==> config.mk <==
export PLATFORM = sky130hd
export DESIGN_NAME = hysteresis_cooling_thermostat
export DESIGN_NICKNAME = d
export VERILOG_FILES = /design/src/rtl/core/hct_pkg.sv /design/src/rtl/core/hysteresis_cooling_thermostat.sv /design/src/rtl/core/hct_core.sv
export SDC_FILE = /design/constraint.sdc
export NUM_CORES = 1
export LEC_CHECK = 0
export BUFFER_PORTS_ARGS = -buffer_cell sky130_fd_sc_hd__buf_4
export CORE_AREA = 2 2 115 117
export CTS_CLUSTER_SIZE = 8
export DETAILED_ROUTE_END_ITERATION = 10
export DIE_AREA = 0 0 117 119
export PLACE_DENSITY_LB_ADDON = 0.08
export SYNTH_ARGS = -nofsm -noshare
export SYNTH_HDL_FRONTEND = slang
export SYNTH_HIERARCHICAL = 1
export SYNTH_SLANG_ARGS = --single-unit
export TNS_END_PERCENT = 20
==> constraint.sdc <==
create_clock -name clk -period 4.5 [get_ports clk]
set_input_delay 0.675 -clock clk [delete_from_list [all_inputs] [get_ports clk]]
set_output_delay 0.675 -clock clk [all_outputs]
set_load 0.005 [all_outputs]
==> src/rtl/core/hct_pkg.sv <==
// Shared types and constants for the hysteresis cooling thermostat.
package hct_pkg;

    localparam int unsigned CountWidth = 16;
    localparam int unsigned HystWidth = 7;
    localparam int unsigned BoundWidth = 11;
    localparam int unsigned TempWidth = 12;
    localparam int unsigned SetpointWidth = 7;
    localparam int unsigned CfgIndexWidth = 2;
    localparam int unsigned CfgDataWidth = 16;

    localparam logic [CountWidth-1:0] LOCKOUT_RESET = 16'd1000;
    localparam logic [CountWidth-1:0] PERIOD_RESET = 16'd300;
    localparam logic [HystWidth-1:0] HYST_RESET = 7'd10;
    localparam logic [CountWidth-1:0] COUNT_MAX = 16'hFFFF;
    localparam logic signed [BoundWidth-1:0] LOWER_RESET = 11'sd250;
    localparam logic signed [BoundWidth-1:0] UPPER_RESET = 11'sd260;
    localparam logic [SetpointWidth-1:0] SETPOINT_MIN = 7'd18;
    localparam logic [SetpointWidth-1:0] SETPOINT_MAX = 7'd35;

    typedef enum logic [2:0] {
        MODE_TICK     = 3'd0,
        MODE_BUTTON   = 3'd1,
        MODE_FAN_AUTO = 3'd2,
        MODE_COMP_AUTO = 3'd3,
        MODE_FAN_MAN  = 3'd4,
        MODE_SETPOINT = 3'd5
    } mode_t;

    typedef enum logic [CfgIndexWidth-1:0] {
        CFG_BUTTON_LOCKOUT = 2'd0,
        CFG_CHECK_PERIOD   = 2'd1,
        CFG_HYSTERESIS     = 2'd2
    } cfg_index_t;

    typedef struct packed {
        logic [2:0]                   mode;
        logic signed [TempWidth-1:0]  temperature;
        logic                         switch_on;
        logic [SetpointWidth-1:0]     setpoint;
    } item_t;

    typedef struct packed {
        logic fan_on;
        logic compressor_on;
        logic auto_enabled;
        logic auto_toggled;
        logic setpoint_accepted;
    } result_t;

    typedef struct packed {
        logic [CountWidth-1:0] button_lockout_ms;
        logic [CountWidth-1:0] check_period_ms;
        logic [HystWidth-1:0]  hysteresis_tenths;
    } cfg_t;

endpackage

==> src/rtl/core/hysteresis_cooling_thermostat.sv <==
// Top level of the event-driven two-relay cooling thermostat.
//
//   channel  | handshake                  | payload
//   ---------+----------------------------+---------------------------------
//   event    | item_valid / item_ready    | item (hct_pkg::item_t)
//   result   | result_valid / result_ready| result (hct_pkg::result_t)
//   config   | cfg_we                     | cfg_index, cfg_data
//
// One event per cycle is sustained while results are taken. An event is registered
// on transfer, and its result is registered when the event advances.
// While a result waits for its transfer, the input register takes one more event
// only if it is empty.
// Reset clears the relays, modes and counters and loads the register defaults.
// A stalled result holds the input stage, which then drops item_ready.
module hysteresis_cooling_thermostat (
    input  logic                                  clk,
    input  logic                                  rst_n,
    input  logic                                  item_valid,
    output logic                                  item_ready,
    input  hct_pkg::item_t                        item,
    output logic                                  result_valid,
    input  logic                                  result_ready,
    output hct_pkg::result_t                      result,
    input  logic                                  cfg_we,
    input  logic [hct_pkg::CfgIndexWidth-1:0]     cfg_index,
    input  logic [hct_pkg::CfgDataWidth-1:0]      cfg_data
);
    import hct_pkg::*;

    logic    stage_valid_reg, stage_valid_next;
    item_t   stage_item_reg;
    logic    result_valid_reg, result_valid_next;
    result_t result_reg;
    result_t core_result;
    cfg_t    cfg_reg;
    logic    advance;

    assign advance = stage_valid_reg && (!result_valid_reg || result_ready);
    assign item_ready = !stage_valid_reg || advance;
    assign result_valid = result_valid_reg;
    assign result = result_reg;

    always_comb
    begin
        stage_valid_next = stage_valid_reg;
        if (item_ready)
        begin
            stage_valid_next = item_valid;
        end
        result_valid_next = result_valid_reg;
        if (advance)
        begin
            result_valid_next = 1'b1;
        end
        else if (result_ready)
        begin
            result_valid_next = 1'b0;
        end
    end

    always_ff @(posedge clk or negedge rst_n)
    begin
        if (!rst_n)
        begin
            stage_valid_reg <= 1'b0;
            result_valid_reg <= 1'b0;
        end
        else
        begin
            stage_valid_reg <= stage_valid_next;
            result_valid_reg <= result_valid_next;
        end
    end

    always_ff @(posedge clk)
    begin
        if (item_valid && item_ready)
        begin
            stage_item_reg <= item;
        end
        if (advance)
        begin
            result_reg <= core_result;
        end
    end

    always_ff @(posedge clk or negedge rst_n)
    begin
        if (!rst_n)
        begin
            cfg_reg.button_lockout_ms <= LOCKOUT_RESET;
            cfg_reg.check_period_ms <= PERIOD_RESET;
            cfg_reg.hysteresis_tenths <= HYST_RESET;
        end
        else if (cfg_we)
        begin
            case (cfg_index)
                CFG_BUTTON_LOCKOUT: cfg_reg.button_lockout_ms <= cfg_data;
                CFG_CHECK_PERIOD:   cfg_reg.check_period_ms <= cfg_data;
                CFG_HYSTERESIS:     cfg_reg.hysteresis_tenths <= cfg_data[HystWidth-1:0];
                default:
                begin
                end
            endcase
        end
    end

    hct_core u_core (
        .clk   (clk),
        .rst_n (rst_n),
        .en    (advance),
        .item  (stage_item_reg),
        .cfg   (cfg_reg),
        .res   (core_result)
    );

endmodule

==> src/rtl/core/hct_core.sv <==
// Thermostat state and its per-event update logic.
module hct_core (
    input  logic            clk,
    input  logic            rst_n,
    input  logic            en,
    input  hct_pkg::item_t  item,
    input  hct_pkg::cfg_t   cfg,
    output hct_pkg::result_t res
);
    import hct_pkg::*;

    logic fan_reg, fan_next;
    logic comp_reg, comp_next;
    logic auto_reg, auto_next;
    logic fan_auto_reg, fan_auto_next;
    logic fan_manual_reg, fan_manual_next;
    logic signed [BoundWidth-1:0] lower_reg, lower_next;
    logic signed [BoundWidth-1:0] upper_reg, upper_next;
    logic [CountWidth-1:0] since_button_reg, since_button_next;
    logic [CountWidth-1:0] since_check_reg, since_check_next;

    logic [CountWidth-1:0] button_inc;
    logic [CountWidth-1:0] check_inc;
    logic signed [TempWidth-1:0] lower_ext;
    logic signed [TempWidth-1:0] upper_ext;
    logic [BoundWidth-1:0] sp_times_ten;
    logic toggled;
    logic accepted;

    assign button_inc = (since_button_reg == COUNT_MAX) ? COUNT_MAX
                                                         : since_button_reg + 16'd1;
    assign check_inc = (since_check_reg == COUNT_MAX) ? COUNT_MAX
                                                       : since_check_reg + 16'd1;
    assign lower_ext = TempWidth'(lower_reg);
    assign upper_ext = TempWidth'(upper_reg);
    // Setpoint times ten as 8x plus 2x.
    assign sp_times_ten = {1'b0, item.setpoint, 3'b000}
                        + {3'b000, item.setpoint, 1'b0};

    always_comb
    begin
        fan_next = fan_reg;
        comp_next = comp_reg;
        auto_next = auto_reg;
        fan_auto_next = fan_auto_reg;
        fan_manual_next = fan_manual_reg;
        lower_next = lower_reg;
        upper_next = upper_reg;
        since_button_next = since_button_reg;
        since_check_next = since_check_reg;
        toggled = 1'b0;
        accepted = 1'b0;

        case (item.mode)
            MODE_TICK:
            begin
                since_button_next = button_inc;
                since_check_next = check_inc;
                if (check_inc > cfg.check_period_ms)
                begin
                    since_check_next = '0;
                    if (auto_reg)
                    begin
                        // The off rule wins over the on rule when the bounds cross.
                        if (upper_ext <= item.temperature)
                        begin
                            fan_next = 1'b1;
                            comp_next = 1'b1;
                        end
                        if (lower_ext >= item.temperature)
                        begin
                            if (!fan_auto_reg && !fan_manual_reg)
                            begin
                                fan_next = 1'b0;
                            end
                            comp_next = 1'b0;
                        end
                    end
                    else if (!fan_manual_reg)
                    begin
                        fan_next = 1'b0;
                    end
                end
            end
            MODE_BUTTON:
            begin
                if (since_button_reg > cfg.button_lockout_ms)
                begin
                    since_button_next = '0;
                    toggled = 1'b1;
                    auto_next = !auto_reg;
                    if (auto_reg)
                    begin
                        fan_next = 1'b0;
                        comp_next = 1'b0;
                    end
                end
            end
            MODE_FAN_AUTO:
            begin
                fan_auto_next = item.switch_on;
                if (!item.switch_on && !auto_reg)
                begin
                    comp_next = 1'b0;
                    if (!fan_manual_reg)
                    begin
                        fan_next = 1'b0;
                    end
                end
            end
            MODE_COMP_AUTO:
            begin
                auto_next = item.switch_on;
                if (!item.switch_on)
                begin
                    comp_next = 1'b0;
                    if (!fan_manual_reg)
                    begin
                        fan_next = 1'b0;
                    end
                end
            end
            MODE_FAN_MAN:
            begin
                fan_manual_next = item.switch_on;
                if (item.switch_on)
                begin
                    fan_next = 1'b1;
                end
                else if (!auto_reg)
                begin
                    fan_next = 1'b0;
                end
            end
            MODE_SETPOINT:
            begin
                if (item.setpoint inside {[SETPOINT_MIN:SETPOINT_MAX]})
                begin
                    accepted = 1'b1;
                    lower_next = sp_times_ten;
                    upper_next = sp_times_ten + {4'b0000, cfg.hysteresis_tenths};
                end
            end
            default:
            begin
            end
        endcase

        res.fan_on = fan_next;
        res.compressor_on = comp_next;
        res.auto_enabled = auto_next;
        res.auto_toggled = toggled;
        res.setpoint_accepted = accepted;
    end

    always_ff @(posedge clk or negedge rst_n)
    begin
        if (!rst_n)
        begin
            fan_reg <= 1'b0;
            comp_reg <= 1'b0;
            auto_reg <= 1'b0;
            fan_auto_reg <= 1'b0;
            fan_manual_reg <= 1'b0;
            lower_reg <= LOWER_RESET;
            upper_reg <= UPPER_RESET;
            since_button_reg <= '0;
            since_check_reg <= '0;
        end
        else if (en)
        begin
            fan_reg <= fan_next;
            comp_reg <= comp_next;
            auto_reg <= auto_next;
            fan_auto_reg <= fan_auto_next;
            fan_manual_reg <= fan_manual_next;
            lower_reg <= lower_next;
            upper_reg <= upper_next;
            since_button_reg <= since_button_next;
            since_check_reg <= since_check_next;
        end
    end

endmodule

==> results.toml <==
[final_layout]
drive_above_1_share_pct = 22.44
post-route-cell-area_mm2 = 0.008711
instances_no_fill = 978
syn2layout_area_growth_pct = 14.36
finish.net_count = 905
final_cell_mix = "79 x dfrtp_1, 68 x ha_1, 63 x nand2_1"
final_common_cell = "dfrtp_1"
n_antenna_cell = 0
largest_register_ff_count = 39

[logic_synthesis]
syn-cell-area_mm2 = 0.007617
synth_seq_area_share_pct = 43.89
ys_types = 66
synth_seq_cells = 127
synthFlopType = "dfrtp_1"
netlist.top_cell.by_area = "dfrtp_1"
synth_top_cell_area_share_pct = 25.95
async_flop_share_pct = 77.95
synth-edff-count = 28
netlist_instances = 742
syn_nets = 858
avgSynthCellArea_um2 = 10.27
ys_top_cells_by_area = "dfrtp_1 26%, ha_1 11%, edfxtp_1 11%"
yosys_warnings = 6

[worst_setup_path]
worst-r2r-cell-count = 13
worstSetupPathType = "reg2reg"
critical_path.top_delay_family = "compound AO/OA/AOI/OAI gates"
crit_path_end_kind = "register"
worst_ep_required_time_ns = 4.79
critical_path_buf_inv_count = 0
cpMaxStageDelayCell = "dfrtp_1"
critPathMaxStageDelay_ns = 0.42
critical_path.startpoint_type = "register"
worst-endpoint-arrival_ns = 4.10
timing.critical_path.depth = 13
critPathMaxFanout = 14
series_of_cell_instances_along_the_critical_path = "ha_1 -> and3_1 -> nand3_1 -> nor2_4 -> nand3_1 -> o21ai_0 -> ha_1 -> o211ai_1 -> a2111o_1 -> a31oi_2 -> o221ai_2 -> a2111oi_2 -> o22ai_1"

[routing]
postRouteWirelength_um = 16580
detail_route.vias_per_cell = 5.856
vias_after_detailed_routing = 5727
drt-wirelength-per-cell_um = 16.95
final_routed_drc_violation_total = 0
antenna_violating_nets_post_route = 0
drt_first_iter_violations = 403
drtPass1Iterations = 5

[place]
dpl.cell_count = 946
io_buffers = 52
dp_slack_ns = 0.7379
place_congestion = 0.8916
placed_wire_length_estimate_after_detailed_placement_um = 11810
placed_instance_area_mm2 = 0.008087

[sta]
final-max-slew-violation-count = 0
hold_viol = 0
slew_headroom_pct = 25.89
unrepaired_setup_endpoints_after_global_routing = "false"
layout_setup_ws_ns = 0.6921
finalHoldWorstSlack_ns = 0.3858
layout_worst_path_cycle_share_pct = 84.62
maxClockFrequency_mhz = 262.6
worst_margin_pin_slew_ns = 1.112
fin_tns_setup_ns = 0
clock-skew-final_ns = 0.004716
final_critical_path_time_including_i_o_delays_and_setup_ns = 3.808
finalSetupViolations = 0

[floorplanning]
initial_core_util_pct = 59.16
design.portCount = 53
die_area_mm2 = 0.01392
die_ht_um = 119
placeableCoreArea_mm2 = 0.01287
floorplan.rows = 42
die-width_um = 117

[power]
power.density_mw_per_mm2 = 416.2
worst_ir_drop_vdd_mv = 0.2785
static-leakage-power_nw = 4.061

[clocking]
clockBufferDepth = 2
holdBufCountCts = 0
post-cts-setup-buffer-count = 0
cts_tree = "done"
num_clock_sinks = 127
cts_buffers = 17
post_cts_resized = 0
path_clk_slew_ns = 0.06
worstSkewPairLatency_ns = 0.42
h-tree-depth = 4
clock_root_buffer = "clkbuf_16"

[global_route]
first_global_vias = 5877
grt_start_max_net_pins = 71
wire_length_of_the_first_global_routing_pass_um = 28550
antenna_violations_before_repair = 0
grt.total_usage_pct = 26.14
remaining_overflow_grt = 0

[worst_hold_path]
min_path_type = "in2async"

[job]
cap_viol_max_count = 0

[run_status]
status = "finished, final reports clean"
==> per-layer routing <==
metal | vias up | global-route usage, % | wire length [um]
li1 | 2759 | - | -
met1 | 2757 | 36.57 | 7596
met2 | 191 | 40.46 | 7838
met3 | 20 | 5.852 | 933
met4 | 0 | 8.456 | 208
met5 | - | 0 | 0
==> where the power goes <==
part / internal, mW / switching [mW]
Clock: 0.923 / 0.496
Combinational: 0.344 / 0.373
Sequential: 1.36 / 0.125
==> logic make-up (layout without fill, tap and decap cells) <==
group	after synthesis	after routing	synth area share, %
AO/OA/AOI/OAI	174	174	14.67
XOR/XNOR	22	22	2.530
adder cells (fa/ha/maj)	70	70	11.70
buffers and inverters	90	150	5.453
flip-flops	127	127	43.89
multiplexers	55	55	8.081
AND/OR/NAND/NOR	204	204	13.68
==> synth_stat cells (7+ instances only) <==
library cell / instances
edfxtp_1: 28
nor3_1: 7
nand2b_1: 16
dfrtp_1: 79
nor2_1: 37
nor2b_1: 9
clkbuf_1: 12
and3_1: 12
xnor2_1: 14
nand2_1: 63
a31oi_1: 7
a21oi_1: 54
mux2_2: 52
nand4_1: 18
a21o_1: 10
ha_1: 68
inv_1: 58
o21ai_0: 48
buf_2: 7
dfstp_2: 20
nand3_1: 15
buf_4: 7
xor2_1: 8
==> per-stage QoR <==
step / total power [mW] / utilization (%)
2_1_floorplan: 1.986 / -
3_3_place_gp: 2.162 / 62.81
3_5_place_dp: 2.210 / 62.81
4_1_cts: 3.643 / 67.66
5_1_grt: 3.829 / 67.66
6_report: 3.626 / 67.66
==> worst paths after layout <==
kind / startpoint / endpoint / slack, ns
max: u_core/since_check_reg[0]$_DFFE_PN0P_ / u_core/fan_reg$_DFFE_PN0P_ / 0.69
max in group asynchronous: rst_n / cfg_reg[32]$_DFFE_PN1P_ / 3.10
min reg2reg: u_core/upper_reg[8]$_DFFE_PN1P_ / u_core/upper_reg[8]$_DFFE_PN1P_ / 0.48
max reg2reg: u_core/since_check_reg[0]$_DFFE_PN0P_ / u_core/fan_reg$_DFFE_PN0P_ / 0.69
min: rst_n / stage_valid_reg$_DFFE_PN0P_ / 0.39
min in group clk: item[1] / stage_item_reg[1]$_DFFE_PP_ / 0.43
==> layout make-up <==
cell class                 instances  area [um^2]
timing repair buffer              59        442.9
multi-input combinational        525         3859
tap                              176        220.2
inverter                          59        221.5
clock inverter                     8        100.1
sequential                       127         3343
clock buffer                      24        524.3
fill                             997         4164
Note: power is estimated with default switching activity, not from simulation.
